File: config.mk
export PLATFORM = sky130hd
export DESIGN_NAME = hsv2rgb_cfg
export DESIGN_NICKNAME = d
export VERILOG_FILES = /design/src/hdl/hsv2rgb_pkg.sv /design/src/hdl/hsv2rgb_cfg.sv
export SDC_FILE = /design/constraint.sdc
export NUM_CORES = 1
export LEC_CHECK = 0
export BUFFER_PORTS_ARGS = -buffer_cell sky130_fd_sc_hd__buf_4
export CORE_ASPECT_RATIO = 1.5
export CORE_MARGIN = 4
export CORE_UTILIZATION = 42
export DETAILED_ROUTE_END_ITERATION = 8
export SYNTH_ARGS = -nofsm -noshare
export SYNTH_HDL_FRONTEND = slang
export SYNTH_SLANG_ARGS = --single-unit
File: constraint.sdc
create_clock -name clk -period 5.3 [get_ports clk]
set_input_delay 1.06 -clock clk [delete_from_list [all_inputs] [get_ports clk]]
set_output_delay 1.06 -clock clk [all_outputs]
set_load 0.1 [all_outputs]
File: src/hdl/hsv2rgb_pkg.sv
package hsv2rgb_pkg;

    localparam int HUE_W     = 16;
    localparam int CH_W      = 8;
    localparam int Q_W       = 9;
    localparam int CFG_IDX_W = 2;
    localparam int SECT_W    = 3;

    localparam logic [Q_W-1:0] Q_ONE = 9'd256;

    localparam logic [CFG_IDX_W-1:0] REG_SATURATION = 2'd0;
    localparam logic [CFG_IDX_W-1:0] REG_VALUE      = 2'd1;

    localparam logic [Q_W-1:0] SATURATION_RST = 9'd256;
    localparam logic [Q_W-1:0] VALUE_RST      = 9'd77;
    // c = (77 * 256) >> 8 at reset
    localparam logic [Q_W-1:0] CHROMA_RST     = 9'd77;

    localparam logic [SECT_W-1:0] SECT_RED_UP   = 3'd0;
    localparam logic [SECT_W-1:0] SECT_RED_DN   = 3'd1;
    localparam logic [SECT_W-1:0] SECT_BLUE_UP  = 3'd2;
    localparam logic [SECT_W-1:0] SECT_GREEN_DN = 3'd3;
    localparam logic [SECT_W-1:0] SECT_RED_UP2  = 3'd4;
    localparam logic [SECT_W-1:0] SECT_LAST     = 3'd5;

    typedef struct packed {
        logic [Q_W-1:0] c;
        logic [Q_W-1:0] v;
        logic [Q_W-1:0] m;
    } chroma_t;

    // floor(level * 255 / 256), held at 255
    function automatic logic [CH_W-1:0] to_channel(input logic [Q_W-1:0] level);
        logic [Q_W+CH_W-1:0] p;
        logic [Q_W-1:0]      o;
        p = {level, 8'd0} - {8'd0, level};
        o = p[Q_W+CH_W-1:CH_W];
        return (o > 9'd255) ? 8'd255 : o[CH_W-1:0];
    endfunction

endpackage

File: src/hdl/hsv2rgb_cfg.sv
module hsv2rgb_cfg import hsv2rgb_pkg::*;
(
    input  logic                 clk,
    input  logic                 rst_n,
    input  logic                 wr_en,
    input  logic [CFG_IDX_W-1:0] wr_index,
    input  logic [Q_W-1:0]       wr_data,
    output chroma_t              chroma
);

    logic [Q_W-1:0]     sat_reg;
    logic [Q_W-1:0]     val_reg;
    logic [Q_W-1:0]     c_reg;
    logic [Q_W-1:0]     v_reg;
    logic [Q_W-1:0]     c_next;
    logic [Q_W-1:0]     v_next;
    logic [Q_W-1:0]     s_clamp;
    logic [2*Q_W-1:0]   vs_prod;

    always_ff @(posedge clk or negedge rst_n)
    begin
        if (!rst_n)
        begin
            sat_reg <= SATURATION_RST;
            val_reg <= VALUE_RST;
        end
        else if (wr_en)
        begin
            if (wr_index == REG_SATURATION)
                sat_reg <= wr_data;
            else if (wr_index == REG_VALUE)
                val_reg <= wr_data;
        end
    end

    always_comb
    begin
        s_clamp = (sat_reg > Q_ONE) ? Q_ONE : sat_reg;
        v_next  = (val_reg > Q_ONE) ? Q_ONE : val_reg;
        vs_prod = v_next * s_clamp;
        c_next  = vs_prod[2*Q_W-2:8];
    end

    // chroma settles via config and chroma registers; the user keeps words out till then
    always_ff @(posedge clk or negedge rst_n)
    begin
        if (!rst_n)
        begin
            c_reg <= CHROMA_RST;
            v_reg <= VALUE_RST;
        end
        else
        begin
            c_reg <= c_next;
            v_reg <= v_next;
        end
    end

    assign chroma.c = c_reg;
    assign chroma.v = v_reg;
    assign chroma.m = v_reg - c_reg;

endmodule

==> results of run 1 <==
## worst reg2reg max path, delay by kind of cell, from the launching register on
| kind | cells | cell delay [ns] |
|---|---|---|
| adder cells (fa/ha/maj) | 5 | 2.43 |
| AND/OR/NAND/NOR | 3 | 1.17 |
| AO/OA/AOI/OAI | 4 | 0.69 |
| flip-flops | 1 | 0.49 |
| buffers and inverters | 3 | 0.15 |
| XOR/XNOR | 1 | 0.13 |
## through the flow
stage               instance area, µm²  setup slack (ns)  hold slack (ns)  instances  util (%)
finish                            4550             0.184            0.497        568      49.1
global route                      4550            0.0160            0.506        568      49.1
CTS                               4550           0.00589            0.504        568      49.1
detailed placement                4410            0.0306            0.491        560      47.6
global placement                  4410            0.0942            0.490        560      47.6
floorplan                         3960             0.432            0.473        412         -
## final cells by class
type / instances / share of cell area [%]
clock inverter: 1 / 0.110
multi-input combinational: 281 / 59.1
sequential: 36 / 20.2
clock buffer: 7 / 2.92
timing repair buffer: 46 / 7.59
tap: 112 / 3.08
inverter: 85 / 7.02
## cell usage after synthesis (2+ instances only)
cell type / count / area [µm²]
clkbuf_1: 8 / 30.0
nor2b_1: 12 / 75.1
inv_1: 84 / 315
o21a_1: 2 / 15.0
nor3_1: 4 / 20.0
dfstp_2: 13 / 342
nand2b_1: 9 / 56.3
nor2_1: 23 / 86.3
xor2_1: 7 / 61.3
and2b_1: 3 / 22.5
o21ai_0: 9 / 45.0
a21o_1: 2 / 15.0
fa_1: 49 / 981
mux2_2: 18 / 203
dfrtp_1: 23 / 576
and2_1: 17 / 106
xnor2_1: 10 / 87.6
ha_1: 40 / 500
a21boi_0: 2 / 15.0
buf_2: 2 / 10.0
nand2_1: 52 / 195
nand4bb_1: 2 / 22.5
a21oi_1: 6 / 30.0
## path summary, 6_finish.rpt
| check | from | endpoint | slack [ns] | cells past startpoint |
|---|---|---|---|---|
| max | sat_reg[8] | c_reg[8] | 0.18 | 16 |
| min | val_reg[4] | val_reg[4] | 0.50 | 1 |
| max reg2reg | sat_reg[8] | c_reg[8] | 0.18 | 16 |
| min reg2reg | val_reg[4] | val_reg[4] | 0.50 | 1 |
| max in group asynchronous | rst_n | v_reg[3] | 4.22 | 1 |
| min in group asynchronous | rst_n | v_reg[7] | 0.73 | 1 |
## placed cells by master (no fill, tap or decap), types with 2 or more instances in the layout
cell,synthesis,routed
a21boi_0,2,2
a21o_1,2,2
a21oi_1,6,6
and2_1,17,17
and2b_1,3,2
buf_4,0,46
clkbuf_1,8,2
clkbuf_16,0,5
dfrtp_1,23,22
dfstp_2,13,13
fa_1,49,49
ha_1,40,40
inv_1,84,84
mux2_2,18,18
nand2_1,52,52
nand2b_1,9,9
nand4bb_1,2,2
nor2_1,23,23
nor2b_1,12,12
nor3_1,4,4
o21a_1,2,2
o21ai_0,9,9
xnor2_1,10,10
xor2_1,7,7
## cells by family (layout without fill, tap and decap cells)
logic type	count (synthesis)	count (layout)
DFF	36	36
muxes	18	18
AOI/OAI and AO/OA	28	28
buffers and inverters	95	139
adders and majority gates	89	89
xor gates and xnor gates	17	17
and+or+nand+nor	129	129
## metal layers
layer  track usage [%]  up-vias
li1                  -     1349
met1              19.8     1350
met2              28.1       63
met3              1.95       19
met4              5.51        0
met5                 0        -
==> impl_metrics.ini, run 1 <==
[run_status]
status = completed

[timing]
post-route-min-period_ns = 5.12
worst_clock_skew_ns = 0.00872
period_share_pct = 96.5
final_hold_viol_count = 0
slew-limit-headroom_pct = 61.9
worstMarginPinSlew_ns = 0.570
final-setup-viol-count = 0
fin_setup_tns_ns = 0
timing.final.max_slew_violations = 0
achievable-frequency_mhz = 195
unrepaired_setup_endpoints_after_global_routing = false

[die]
fp-row-count = 43
core_mm2 = 0.00925
dieWidth_um = 87.3
start_util_pct = 42.8
fp.dieArea_mm2 = 0.0111
fp.dieH_um = 127
ios = 41

[worst_hold_path]
holdCritPathClass = reg -> reg

[critical_path]
cell_family_with_the_largest_share_of_critical_path_delay = adder cells
path_common_cell = fa_1
critical_path.cell_chain = nor2b_1 -> nand2_1 -> fa_1 -> inv_1 -> fa_1 -> fa_1 -> inv_1 -> fa_1 -> inv_1 -> ha_1 -> o21a_1 -> o21ai_0 -> a31oi_4 -> or4_1 -> a31oi_1 -> xnor2_1
path_max_fanout = 25
cp_slowest_stage_delay_ns = 0.56
path_class = reg -> reg
critical_path_required_ns = 5.51
worstSetupStartpointType = flop
critPathBufInv = 3
endpoint_kind = flop
critical_path.slowest_cell = fa_1
arrival_ns = 5.33

[clock_tree]
max-clock-path-buffers = 2
cts.sinks = 36
post_cts_buffers = 0
tritoncts.num_buffers = 5
clk_latency_ns = 0.28
root_buffer = clkbuf_16
holdBufCountCts = 0
ctsResizeCount = 0
clock_tree_from_tritoncts = built
htree_levels = 2
clk_transition_reported_paths_ns = 0.06

[routing]
detail_route.first_pass.iterations = 4
remaining_drc_errors = 0
final_antenna_net_count = 0
initialDrtViolationCount = 65
routed-wl-met3_um = 328
routed_via_density = 4.90
route.detailed.wl_per_inst_um = 14.1
vias = 2781
top_layer_used = met4
routed-wl-met2_um = 4190
routed_wl_um = 7990
m1WireLength_um = 3240

[final_layout]
multi_input_comb_area_mm2 = 0.00269
n_fill_cell = 883
drive_gt1_share_pct = 20.0
number_of_diodes_added_for_antenna_fixing = 0
synthToLayoutAreaGrowth_pct = 14.8
layout.area.seq_um2 = 918
design.final.nets = 558

[synthesis]
synthesis.nets = 515
synthSimpleGateAreaFrac_pct = 16.3
most_frequently_used_flop_master_after_synthesis = dfrtp_1
synthesis.yosys.warnings = 0
ys_seq_elements = 36
main_combinational_cell_family_by_area_after_synthesis = adder cells
synth_cell_type_count = 38
synth.area.mux_share_pct = 5.12
synth_async_sr_flop_share_pct = 100
syn_inst = 412
yosys.area_share.xor_xnor_pct = 3.76
synth_sequential_area_ratio_pct = 23.1
synth_adder_area_share_pct = 37.4
synth_compound_area_share_pct = 5.21
synth_edf_count = 0
synthesis.area_per_instance_um2 = 9.62
synth_area_mm2 = 0.00396

[place]
io_buffer_count = 40
detailed_place_hpwl_um = 6910
place_congestion = 0.907

[global_routing]
grt.total_usage_pct = 15.9
wire_length_of_the_first_global_routing_pass_um = 14000
grt_pass1_vias = 3033
pin_count_of_the_biggest_net_entering_global_routing = 37
number_of_antenna_violations_at_the_first_check_in_global_routing = 0
globalRoute.totalOverflow = 0

[run]
drv_cap = 0
Power of run 1 is not shown: default switching activity piles up to over one toggle a cycle in this logic, so the estimate is an artifact.
==> run 2: changes to the inputs <==
BUFFER_PORTS_ARGS = default   (was -buffer_cell sky130_fd_sc_hd__buf_4)
DONT_BUFFER_PORTS = 1   (was default)
==> impl_metrics.ini, run 2 (same netlist as run 1, synthesis figures left out) <==
[run_status]
status = completed

[timing]
period_share_pct = 96.0
slew-limit-headroom_pct = 29.7
unrepaired_setup_endpoints_after_global_routing = false
final-setup-viol-count = 0
worstMarginPinSlew_ns = 1.05
post-route-min-period_ns = 5.09
worst_clock_skew_ns = 0.00319
fin_setup_tns_ns = 0
achievable-frequency_mhz = 197
final_hold_viol_count = 0
timing.final.max_slew_violations = 0

[critical_path]
endpoint_kind = flop
worstSetupStartpointType = flop
start_of_the_worst_register_to_register_path = sat_reg[8]
arrival_ns = 5.29
cp_slowest_stage_delay_ns = 0.55
path_class = reg -> reg
reg2reg_depth = 14
critical_path.cell_chain = nor2b_1 -> nand2_1 -> fa_1 -> fa_1 -> inv_1 -> fa_1 -> fa_1 -> ha_1 -> o21a_1 -> o21ai_0 -> a31oi_4 -> or4_1 -> a31oi_1 -> xnor2_1
regToRegEndpoint = c_reg[8]
critPathBufInv = 1
critical_path_required_ns = 5.50
critical_path.slowest_cell = dfstp_4
path_common_cell = fa_1
cell_family_with_the_largest_share_of_critical_path_delay = adder cells
path_max_fanout = 25
r2r_slack_ns = 0.21

[clock_tree]
max-clock-path-buffers = 2
post_cts_buffers = 0
cts.sinks = 36
clk_transition_reported_paths_ns = 0.06
clk_latency_ns = 0.28
tritoncts.num_buffers = 5
clock_tree_from_tritoncts = built
htree_levels = 2
holdBufCountCts = 0
root_buffer = clkbuf_16
ctsResizeCount = 0

[place]
io_buffer_count = 0
detailed_place_hpwl_um = 7000
place_congestion = 0.930

[die]
fp.dieArea_mm2 = 0.0111
fp.dieH_um = 127
fp-row-count = 43
ios = 41
core_mm2 = 0.00925
dieWidth_um = 87.3
start_util_pct = 42.8

[routing]
routed_via_density = 4.97
route.detailed.wl_per_inst_um = 15.1
routed_wl_um = 8110
remaining_drc_errors = 0
final_antenna_net_count = 0
vias = 2659
initialDrtViolationCount = 85
detail_route.first_pass.iterations = 4

[final_layout]
number_of_diodes_added_for_antenna_fixing = 0
mostFrequentLayoutCell = inv_1
design.final.nets = 525
drive_gt1_share_pct = 16.5
most-common-layout-cells = inv_1, nand2_1, fa_1
synthToLayoutAreaGrowth_pct = 10.1

[global_routing]
number_of_antenna_violations_at_the_first_check_in_global_routing = 0
globalRoute.totalOverflow = 0
grt_pass1_vias = 2911
wire_length_of_the_first_global_routing_pass_um = 13700
grt.total_usage_pct = 16.0
pin_count_of_the_biggest_net_entering_global_routing = 37

[run]
drv_cap = 0

[worst_hold_path]
holdCritPathClass = in -> async
## run 2: final cells by class
cell class	count	area, µm²
Clock inverter	2	10.0
Timing Repair Buffer	13	97.6
Sequential cell	36	922
Tap cell	112	140
Fill cell	894	4890
Clock buffer	6	139
Inverter	85	319
Multi-Input combinational cell	281	2740
## run 2: worst max-delay path by stage
stage	start	end	slack, ns	depth (start not counted)
after detailed placement	val_reg[8]	c_reg[8]	0.04	16
after global placement	val_reg[8]	c_reg[8]	0.16	16
after CTS	val_reg[8]	c_reg[8]	0.02	16
after global routing	sat_reg[8]	c_reg[8]	0.01	15
final	sat_reg[8]	c_reg[8]	0.21	14
after floorplan	sat_reg[8]	c_reg[8]	0.43	16
## run 2: metal layers
layer	up-vias	part of all wire [%]	track usage, %
met3	10	4.1	2.66
met5	-	0	0
li1	1274	-	-
met2	59	55	29.0
met4	0	1.3	4.88
met1	1316	40	18.8
## run 2: worst reg2reg max path, cell delays in order, from the launching register on
cell     delay (ns)
dfstp_4        0.55
nor2b_1        0.44
nand2_1        0.15
fa_1           0.52
fa_1           0.54
inv_1          0.05
fa_1           0.50
fa_1           0.50
ha_1           0.35
o21a_1         0.20
o21ai_0        0.28
a31oi_4        0.09
or4_1          0.48
a31oi_1        0.22
xnor2_1        0.14
## run 2: metrics by stage
stage	worst slack [ns]	utilization, %	std cells	area (µm²)	hold WS, ns
CTS	0.0186	47.0	535	4350	0.463
global route	0.0137	47.2	535	4360	0.463
finish	0.214	47.2	535	4360	0.470
detailed placement	0.0377	45.4	527	4200	0.491
global placement	0.162	45.4	527	4200	0.485
floorplan	0.432	-	412	3960	0.473
Power of run 2 is left out for the same reason.
==> run 3: changes to the inputs <==
CORE_MARGIN = 2   (was 4)
CTS_BUF_LIST = sky130_fd_sc_hd__clkbuf_2   (was default)
==> impl_metrics.ini, run 3 (same netlist as run 1, synthesis figures left out) <==
[critical_path]
worstSetupStartpointType = flop
critical_path.slowest_cell = dfstp_2
critical_path.cell_chain = nor2b_1 -> nand2_1 -> fa_1 -> inv_1 -> fa_1 -> inv_1 -> fa_1 -> inv_1 -> fa_1 -> ha_1 -> o21a_1 -> o21ai_0 -> a31oi_4 -> or4_1 -> a31oi_1 -> xnor2_1
critical_path_required_ns = 5.64
path_max_fanout = 25
path_class = reg -> reg
arrival_ns = 5.38
cp_slowest_stage_delay_ns = 0.52
endpoint_kind = flop
path_common_cell = fa_1

[die]
start_util_pct = 43.1
ios = 41
core_mm2 = 0.00920
fp.dieH_um = 123
fp.dieArea_mm2 = 0.0102
dieWidth_um = 83.3
fp-row-count = 43

[timing]
slew-limit-headroom_pct = 29.8
final_hold_viol_count = 0
worstMarginPinSlew_ns = 1.05
fin_setup_tns_ns = 0
period_share_pct = 95.0
worst_clock_skew_ns = 0.0184
final-setup-viol-count = 0
achievable-frequency_mhz = 199
unrepaired_setup_endpoints_after_global_routing = false
post-route-min-period_ns = 5.03
timing.final.max_slew_violations = 0

[global_routing]
wire_length_of_the_first_global_routing_pass_um = 13900
number_of_antenna_violations_at_the_first_check_in_global_routing = 0
globalRoute.totalOverflow = 0
grt_pass1_vias = 2990
pin_count_of_the_biggest_net_entering_global_routing = 37
grt.total_usage_pct = 17.0

[place]
placedCellCount = 529
place_congestion = 0.856
io_buffer_count = 0
detailed_place_hpwl_um = 6840

[final_layout]
mostFrequentLayoutCell = inv_1
finalNonFillerCells = 537
n_fill_cell = 886
synthToLayoutAreaGrowth_pct = 7.48
number_of_diodes_added_for_antenna_fixing = 0
design.final.nets = 527
drive_gt1_share_pct = 16.0
most-common-layout-cells = inv_1, nand2_1, fa_1

[clock_tree]
clock_tree_from_tritoncts = built
clk_latency_ns = 0.40
clk_transition_reported_paths_ns = 0.19
cts.sinks = 36
holdBufCountCts = 0
tritoncts.num_buffers = 5
root_buffer = clkbuf_2
htree_levels = 2
max-clock-path-buffers = 2

[run_status]
status = completed

[routing]
routed_wl_um = 8090
final_antenna_net_count = 0
detail_route.first_pass.iterations = 4
remaining_drc_errors = 0
routed_via_density = 5.09
route.detailed.wl_per_inst_um = 15.1
initialDrtViolationCount = 89
vias = 2734

[run]
drv_cap = 0

[worst_hold_path]
holdCritPathClass = in -> async
==> run 3: area by class of cell <==
type	instances	area, µm²	share of cell area (%)
clock inverter	2	7.51	0.176
sequential	36	918	21.6
timing repair buffer	15	113	2.64
tap	112	140	3.29
multi-input combinational	281	2730	64.1
clock buffer	6	30.0	0.705
inverter	85	319	7.49
==> run 3: routing by layer <==
| metal | part of all wire [%] | track usage, % | vias up |
|---|---|---|---|
| li1 | - | - | 1284 |
| met1 | 40 | 19.0 | 1356 |
| met2 | 53 | 31.8 | 74 |
| met3 | 4.5 | 3.14 | 20 |
| met4 | 2.9 | 7.17 | 0 |
| met5 | 0 | 0 | - |
==> run 3: critical path: cells and delay by family (launching register included) <==
family / cells / cell delay [ns]
buf+inv: 3 / 0.17
xor+xnor: 1 / 0.13
fa+ha+maj: 5 / 2.30
compound gates: 4 / 0.76
simple gates: 3 / 1.11
flops: 1 / 0.52
==> run 3: worst paths after layout <==
check,slack [ns],to,startpoint,cells after the start
max reg2reg,0.27,c_reg[8],sat_reg[8],16
max in group asynchronous,4.76,v_reg[2],rst_n,0
min reg2reg,0.52,val_reg[4],val_reg[4],1
max,0.27,c_reg[8],sat_reg[8],16
min in group clk,0.52,val_reg[4],val_reg[4],1
min,0.32,v_reg[8],rst_n,0
==> run 3: timing repair <==
action	CTS	global route
setup buffers	0	0
endpoints found under the hold margin	0	0
endpoints found under the setup margin	0	1
resized for setup	0	3
==> run 3: stage by stage <==
step	hold WS [ns]	util (%)	worst slack, ns	area, µm²
floorplan	0.473	-	0.432	3960
global placement	0.484	45.8	0.222	4220
detailed placement	0.491	45.8	0.138	4220
CTS	0.300	46.3	0.118	4260
global route	0.270	46.3	0.00484	4260
finish	0.318	46.3	0.268	4260
Power of run 3 is left out for the same reason.
